==> config.mk <==
export PLATFORM = sky130hd
export DESIGN_NAME = speed_ramp_with_heading_trim
export DESIGN_NICKNAME = d
export VERILOG_FILES = /design/src/sv/srht_pkg.sv /design/src/sv/srht_ramp.sv /design/src/sv/srht_trim.sv /design/src/sv/speed_ramp_with_heading_trim.sv
export SDC_FILE = /design/constraint.sdc
export NUM_CORES = 2
export LEC_CHECK = 0
export BUFFER_PORTS_ARGS = -buffer_cell sky130_fd_sc_hd__buf_4
export CORE_MARGIN = 3
export CORE_UTILIZATION = 65
export DETAILED_ROUTE_END_ITERATION = 7
export PLACE_DENSITY = 0.83
export SLEW_MARGIN = 20
export SYNTH_ARGS = -nofsm -noshare
export SYNTH_HDL_FRONTEND = slang
export SYNTH_SLANG_ARGS = --single-unit
export TNS_END_PERCENT = 1
==> constraint.sdc <==
create_clock -name clk_i -period 12.6 [get_ports clk_i]
set_input_delay 0.63 -clock clk_i [delete_from_list [all_inputs] [get_ports clk_i]]
set_output_delay 0.63 -clock clk_i [all_outputs]
set_load 0.02 [all_outputs]
==> src/sv/srht_pkg.sv <==
package srht_pkg;

  // item kinds on the input tuser
  typedef logic [1:0] kind_t;
  localparam kind_t KIND_START = 2'd0;
  localparam kind_t KIND_TICK  = 2'd1;
  localparam kind_t KIND_SLOW  = 2'd2;

  // configuration register indexes
  localparam int unsigned CfgIdxW = 3;
  localparam logic [CfgIdxW-1:0] REG_TARGET_SPEED = 3'd0;
  localparam logic [CfgIdxW-1:0] REG_END_SPEED    = 3'd1;
  localparam logic [CfgIdxW-1:0] REG_FLOOR_SPEED  = 3'd2;
  localparam logic [CfgIdxW-1:0] REG_RAMP_STEP    = 3'd3;
  localparam logic [CfgIdxW-1:0] REG_GYRO_GAIN    = 3'd4;

  // reset values of the registers
  localparam logic [11:0] RampStepRst = 12'd16;
  localparam logic [15:0] GyroGainRst = 16'd256;

  typedef struct packed {
    logic signed [15:0] target_speed;
    logic [14:0]        end_speed;
    logic [14:0]        floor_speed;
    logic [11:0]        ramp_step;
    logic [15:0]        gyro_gain;
  } cfg_t;

  // ramp state after the update of one item
  typedef struct packed {
    logic signed [15:0] running_speed;
    logic               reached;
    logic               slowing;
  } ramp_t;

  // clamp a wide signed value into 16 bit signed
  function automatic logic signed [15:0] sat16(input logic signed [34:0] v);
    logic signed [15:0] r;
    if (v > 35'sd32767) begin
      r = 16'sh7fff;
    end else if (v < -35'sd32768) begin
      r = 16'sh8000;
    end else begin
      r = v[15:0];
    end
    return r;
  endfunction

endpackage

==> src/sv/srht_ramp.sv <==
module srht_ramp (
  input  logic                 clk_i,
  input  logic                 rst_ni,
  input  logic                 adv_i,
  input  srht_pkg::kind_t      kind_i,
  input  logic signed [15:0]   measured_i,
  input  srht_pkg::cfg_t       cfg_i,
  output srht_pkg::ramp_t      ramp_o
);

  logic signed [15:0] run_q, run_d;
  logic               slow_q, slow_d;
  logic               reach_q, reach_d;

  logic signed [16:0] run_x, tgt_x, abs_run, abs_tgt, step_x, floor_x;
  logic signed [34:0] ramp_sum;
  logic [14:0]        floor_mag;
  logic               tgt_pos;

  assign run_x     = {run_q[15], run_q};
  assign tgt_x     = {cfg_i.target_speed[15], cfg_i.target_speed};
  assign abs_run   = run_q[15] ? -run_x : run_x;
  assign abs_tgt   = cfg_i.target_speed[15] ? -tgt_x : tgt_x;
  assign step_x    = {5'd0, cfg_i.ramp_step};
  assign floor_mag = (cfg_i.end_speed > cfg_i.floor_speed) ? cfg_i.end_speed
                                                            : cfg_i.floor_speed;
  assign floor_x   = {2'd0, floor_mag};
  assign tgt_pos   = !cfg_i.target_speed[15] && (cfg_i.target_speed != 16'sd0);

  // step toward target; the wide sum is saturated to the 16 bit range where it is used
  always_comb begin
    if (tgt_pos) begin
      ramp_sum = 35'(run_x) + 35'(step_x);
    end else begin
      ramp_sum = 35'(run_x) - 35'(step_x);
    end
  end

  // next state for the current item
  always_comb begin
    run_d   = run_q;
    slow_d  = slow_q;
    reach_d = reach_q;
    case (kind_i)
      srht_pkg::KIND_START: begin
        if (tgt_pos) begin
          run_d = measured_i[15] ? 16'sd0 : measured_i;
        end else begin
          run_d = (!measured_i[15] && measured_i != 16'sd0) ? 16'sd0 : measured_i;
        end
        slow_d  = 1'b0;
        reach_d = 1'b0;
      end
      srht_pkg::KIND_SLOW: begin
        slow_d = 1'b1;
      end
      srht_pkg::KIND_TICK: begin
        if (!slow_q) begin
          if (abs_run < abs_tgt) begin
            run_d = srht_pkg::sat16(ramp_sum);
          end else begin
            run_d   = cfg_i.target_speed;
            reach_d = 1'b1;
          end
        end else begin
          reach_d = 1'b1;
          if (run_x > 17'sd0) begin
            run_d = (run_x > floor_x) ? 16'(run_x - step_x) : 16'(floor_x);
          end else begin
            run_d = (run_x < -floor_x) ? 16'(run_x + step_x) : 16'(-floor_x);
          end
        end
      end
      default: begin
      end
    endcase
  end

  // ramp state, updated as each item leaves the input register
  always_ff @(posedge clk_i or negedge rst_ni) begin
    if (!rst_ni) begin
      run_q   <= '0;
      slow_q  <= 1'b0;
      reach_q <= 1'b0;
    end else if (adv_i) begin
      run_q   <= run_d;
      slow_q  <= slow_d;
      reach_q <= reach_d;
    end
  end

  assign ramp_o.running_speed = run_d;
  assign ramp_o.reached       = reach_d;
  assign ramp_o.slowing       = slow_d;

endmodule

==> src/sv/srht_trim.sv <==
module srht_trim (
  input  srht_pkg::kind_t      kind_i,
  input  logic signed [24:0]   err_i,
  input  srht_pkg::cfg_t       cfg_i,
  input  srht_pkg::ramp_t      ramp_i,
  output logic signed [15:0]   left_o,
  output logic signed [15:0]   right_o
);

  logic signed [41:0] prod;
  logic signed [33:0] corr;
  logic signed [34:0] run_w, left_w, right_w;

  // heading correction, floor shift by 8 for the Q8.8 gain
  assign prod    = err_i * $signed({1'b0, cfg_i.gyro_gain});
  assign corr    = prod[41:8];
  assign run_w   = 35'(ramp_i.running_speed);
  assign left_w  = run_w - 35'(corr);
  assign right_w = run_w + 35'(corr);

  // start answers with the plain target, ticks get the trimmed speed
  always_comb begin
    if (kind_i == srht_pkg::KIND_START) begin
      left_o  = cfg_i.target_speed;
      right_o = cfg_i.target_speed;
    end else begin
      left_o  = srht_pkg::sat16(left_w);
      right_o = srht_pkg::sat16(right_w);
    end
  end

endmodule

==> src/sv/speed_ramp_with_heading_trim.sv <==
// Two-wheel speed setpoint generator with linear ramp and gyro heading trim.
// Input stream: tuser carries the item kind (start, tick, slowdown), tdata
// carries measured speed and the two headings. A start item loads the ramp
// and answers with the target speed on both sides; a tick steps the ramp and
// answers with left/right speeds trimmed by heading error times gain; a
// slowdown item only switches the ramp mode and gives no result.
// Output stream: one result per start or tick item, left/right speed and the
// reached and slowing flags.
// Path: an accepted request is held in the input register, then takes one pass
// of ramp, multiply and clamp logic into the output register.
// Throughput: one item per cycle while results are taken; the ramp state loop closes in that cycle.
// The input side keeps accepting while a result waits, as long as the
// result register can be reloaded in the same cycle.
// Stall: a stalled receiver holds the result; the input register then holds
// its item and tready drops until the result is taken.
// Reset: ramp state cleared, registers at their reset values, both streams
// empty. Configuration writes are taken at any time, one per cycle, and are
// meant to happen while no item is in flight.
module speed_ramp_with_heading_trim (
  input  logic        clk_i,
  input  logic        rst_ni,
  // input requests
  input  logic        s_axis_tvalid,
  output logic        s_axis_tready,
  input  logic [63:0] s_axis_tdata,   // measured_speed, heading, target_heading
  input  logic [1:0]  s_axis_tuser,   // kind
  // results
  output logic        m_axis_tvalid,
  input  logic        m_axis_tready,
  output logic [39:0] m_axis_tdata,   // left_speed, right_speed, reached_target,
                                      // slowing, zero fill
  // configuration writes
  input  logic        cfg_valid_i,
  output logic        cfg_ready_o,
  input  logic [2:0]  cfg_index_i,
  input  logic [15:0] cfg_data_i
);

  srht_pkg::cfg_t     cfg_q;
  logic               in_vld_q;
  srht_pkg::kind_t    kind_q;
  logic signed [15:0] meas_q;
  logic signed [24:0] err_q, err_d;
  logic               out_vld_q;
  logic [39:0]        out_data_q, out_data_d;
  logic               out_free, adv, has_result;
  srht_pkg::ramp_t    ramp;
  logic signed [15:0] left_spd, right_spd;

  // configuration registers
  assign cfg_ready_o = 1'b1;

  always_ff @(posedge clk_i or negedge rst_ni) begin
    if (!rst_ni) begin
      cfg_q.target_speed <= '0;
      cfg_q.end_speed    <= '0;
      cfg_q.floor_speed  <= '0;
      cfg_q.ramp_step    <= srht_pkg::RampStepRst;
      cfg_q.gyro_gain    <= srht_pkg::GyroGainRst;
    end else if (cfg_valid_i) begin
      case (cfg_index_i)
        srht_pkg::REG_TARGET_SPEED: cfg_q.target_speed <= cfg_data_i;
        srht_pkg::REG_END_SPEED:    cfg_q.end_speed    <= cfg_data_i[14:0];
        srht_pkg::REG_FLOOR_SPEED:  cfg_q.floor_speed  <= cfg_data_i[14:0];
        srht_pkg::REG_RAMP_STEP:    cfg_q.ramp_step    <= cfg_data_i[11:0];
        srht_pkg::REG_GYRO_GAIN:    cfg_q.gyro_gain    <= cfg_data_i;
        default: begin
        end
      endcase
    end
  end

  // handshake between input register and result register
  assign out_free      = !out_vld_q || m_axis_tready;
  assign adv           = in_vld_q && out_free;
  assign s_axis_tready = !in_vld_q || adv;
  assign has_result    = (kind_q == srht_pkg::KIND_START) || (kind_q == srht_pkg::KIND_TICK);

  // heading error formed on the way in
  assign err_d = 25'(signed'(s_axis_tdata[39:16])) - 25'(signed'(s_axis_tdata[63:40]));

  // input register
  always_ff @(posedge clk_i or negedge rst_ni) begin
    if (!rst_ni) begin
      in_vld_q <= 1'b0;
    end else if (s_axis_tready) begin
      in_vld_q <= s_axis_tvalid;
    end
  end

  always_ff @(posedge clk_i) begin
    if (s_axis_tvalid && s_axis_tready) begin
      kind_q <= s_axis_tuser;
      meas_q <= s_axis_tdata[15:0];
      err_q  <= err_d;
    end
  end

  srht_ramp u_ramp (
    .clk_i      (clk_i),
    .rst_ni     (rst_ni),
    .adv_i      (adv),
    .kind_i     (kind_q),
    .measured_i (meas_q),
    .cfg_i      (cfg_q),
    .ramp_o     (ramp)
  );

  srht_trim u_trim (
    .kind_i  (kind_q),
    .err_i   (err_q),
    .cfg_i   (cfg_q),
    .ramp_i  (ramp),
    .left_o  (left_spd),
    .right_o (right_spd)
  );

  // result register
  assign out_data_d = {6'd0, ramp.slowing, ramp.reached, right_spd, left_spd};

  always_ff @(posedge clk_i or negedge rst_ni) begin
    if (!rst_ni) begin
      out_vld_q <= 1'b0;
    end else if (out_free) begin
      out_vld_q <= adv && has_result;
    end
  end

  always_ff @(posedge clk_i) begin
    if (adv && has_result) begin
      out_data_q <= out_data_d;
    end
  end

  assign m_axis_tvalid = out_vld_q;
  assign m_axis_tdata  = out_data_q;

endmodule

==> flow_summary.ini <==
[status]
status = finished clean

[synth]
ys_types = 94
ys_warn_count = 0
ys_seq_area_frac = 0.1482
syn_avg_cell_area_um2 = 8.648
synth-edff-count = 77
ys.flop_type = dfrtp_1
syn_area_um2 = 31500
synth.ff_latch_count = 171
synthArstFlopShare = 0.5497
netlist_instances = 3642

[worst_setup_path]
required_ps = 12910
cp-end-kind = flip-flop
worst_path_max_delay_cell = o31ai_1
arrival_ps = 12070
critPathKind = flip-flop to flip-flop
critPathMaxFanout = 14
cpPeakStageDelay_ps = 600
path_common_cell = a21oi_1
crit_path_start_kind = flip-flop

[global_route]
grt_antenna_before_repair = 1
gr-total-overflow = 0
grt_pass1_vias = 26020
grt_max_degree = 58
grtUsageTotal = 0.3465
grt_pass1_wl_um = 137900

[cts]
cts_max_path_buffers = 2
clock-sinks = 171
postCtsHoldBufs = 0
post_cts_resized = 0
cts_buffers = 17
tritoncts = done
cts.htree.levels = 4
cts_setup_buffers = 0
insertion_delay_ps = 500
cts_root_buffer = clkbuf_16
clkTransAtPathRegs_ps = 90

[die]
fp.dieW_um = 226.1
die_h_um = 226.1
placementRows = 80
ios = 133
fp.dieArea_um2 = 51130
initial_core_util = 0.6583
core_area_um2 = 47850

[drt]
via_per_inst = 6.130
detail-route-antenna-nets = 0
drc = 0
wl_um = 86500
first_pass_iters = 6
wl_per_cell_um = 20.11
drt_iter0_drc = 2633
vias = 26370

[layout]
multi_input_area_um2 = 24080
fill_cells = 3793
drive_gt1_frac = 0.08598
register_area_um2 = 4667
layout_common_cells = inv_1, nand2_1, fa_1, ha_1, nor2_1
antennaDiodeCount = 0
fin_nets = 4456
areaGrowthSynthToFinish_pct = 6.475
final_common_cell = inv_1

[sta]
fin_skew_ps = 20.53
grt_setup_unrepaired = no
final_hold_viol_count = 0
period_share = 0.9339
setup_viol = 0
tightest_slew_ps = 1098
maxSlewViolCount = 0
fmaxAchievable_ghz = 0.08499
period_needed_ps = 11770
slew-limit-headroom = 0.2680
final.setup.tns_ps = 0

[place]
dp_hpwl_um = 68580
io_buffers = 125
gp_congestion = 1.033

[worst_hold_path]
worstHoldPathType = primary input to asynchronous set/reset pin

[job]
max_cap_violations = 0
[cells by family (layout without fill, tap and decap cells)]
family	count (synthesis)	after routing	share of synthesized area
compound gates	679	679	0.1446
xor+xnor	194	194	0.05442
mux	81	81	0.02812
buf+inv	745	783	0.09057
other cells	2	9	0.0002384
flops	171	171	0.1482
simple gates	1076	1076	0.1643
fa+ha+maj	694	694	0.3697
[path summary, 6_finish.rpt]
kind	cells past startpoint	end	startpoint	slack (ps)
worst max-delay path	45	m_axis_tdata[8]	cfg_q[30]	830
worst min-delay path	1	cfg_q[44]	rst_ni	110
worst max register to register	45	m_axis_tdata[8]	cfg_q[30]	830
worst min register to register	1	u_ramp.reach_q	u_ramp.reach_q	500
max in group asynchronous	2	u_ramp.slow_q	rst_ni	11270
min in group clk_i	1	kind_q[1]	s_axis_tuser[1]	310
[cell type report]
| class | count | share of cell area |
|---|---|---|
| Multi-Input combinational cell | 2733 | 0.7181 |
| Inverter | 588 | 0.06581 |
| Tap cell | 615 | 0.02294 |
| Sequential cell | 171 | 0.1392 |
| Clock buffer | 17 | 0.01268 |
| Clock inverter | 15 | 0.004626 |
| Timing Repair Buffer | 163 | 0.03667 |
[metal layers]
metal	wire length [um]	vias up	part of all wire	GRT usage
met5	48	-	0.00055	0.006641
met4	4089	2	0.047	0.1503
met3	8658	252	0.10	0.06785
met1	34320	12780	0.40	0.4705
met2	39380	1328	0.46	0.5453
li1	-	12010	-	-
[registers in the layout, indices dropped and copies added, names as in the netlist]
| register | count |
|---|---|
| u_ramp.reach_q | 1 |
| m_axis_tvalid | 1 |
| meas_q | 16 |
| m_axis_tdata | 34 |
| cfg_q | 74 |
| u_ramp.run_q | 16 |
| kind_q | 2 |
| in_vld_q | 1 |
| u_ramp.slow_q | 1 |
| err_q | 25 |
[Yosys cell counts, drive strengths merged (21+ instances only)]
cell    instances  share of area
a22o           23         0.0064
nand4          26         0.0052
fa            395           0.25
nand2b         25         0.0050
nor2          222          0.027
o211ai         25         0.0060
nand2         399          0.048
edfxtp         77          0.073
xor2           48          0.013
mux2           60          0.021
nor3           44         0.0070
o21bai         33         0.0079
a21o           55          0.013
nor4           22         0.0044
inv           588          0.070
o31ai          23         0.0059
ha            297           0.12
o21a           22         0.0052
or3            28         0.0056
nand3          42         0.0067
mux2i          21         0.0067
dfrtp          92          0.073
a211oi         32         0.0086
xnor2         146          0.041
clkbuf        137          0.016
a21oi         185          0.029
o21ai         148          0.024
and2          181          0.036
[stage by stage]
| stage | area [um2] | utilization | hold slack, ps | setup WS (ps) | std cells |
|---|---|---|---|---|---|
| floorplan | 31520 | - | 334.4 | 1404 | 3649 |
| global placement | 32940 | 0.6884 | 470.8 | 1208 | 4269 |
| detailed placement | 32940 | 0.6884 | 478.1 | 892.2 | 4269 |
| CTS | 33520 | 0.7005 | 108.0 | 869.2 | 4301 |
| global route | 33540 | 0.7009 | 148.8 | 123.7 | 4302 |
| finish | 33540 | 0.7009 | 113.9 | 833.5 | 4302 |
[critical path: cells and delay by family, from the launching register on]
family / cells / cell delay, ps
flip-flops: 1 / 380
buffers and inverters: 4 / 740
multiplexers: 2 / 880
AND/OR/NAND/NOR: 11 / 1990
adder cells (fa/ha/maj): 4 / 1280
AO/OA/AOI/OAI: 23 / 6200
XOR/XNOR: 1 / 100
Power is not shown: default switching activity piles up to over one toggle a cycle in this logic, so the estimate is an artifact.
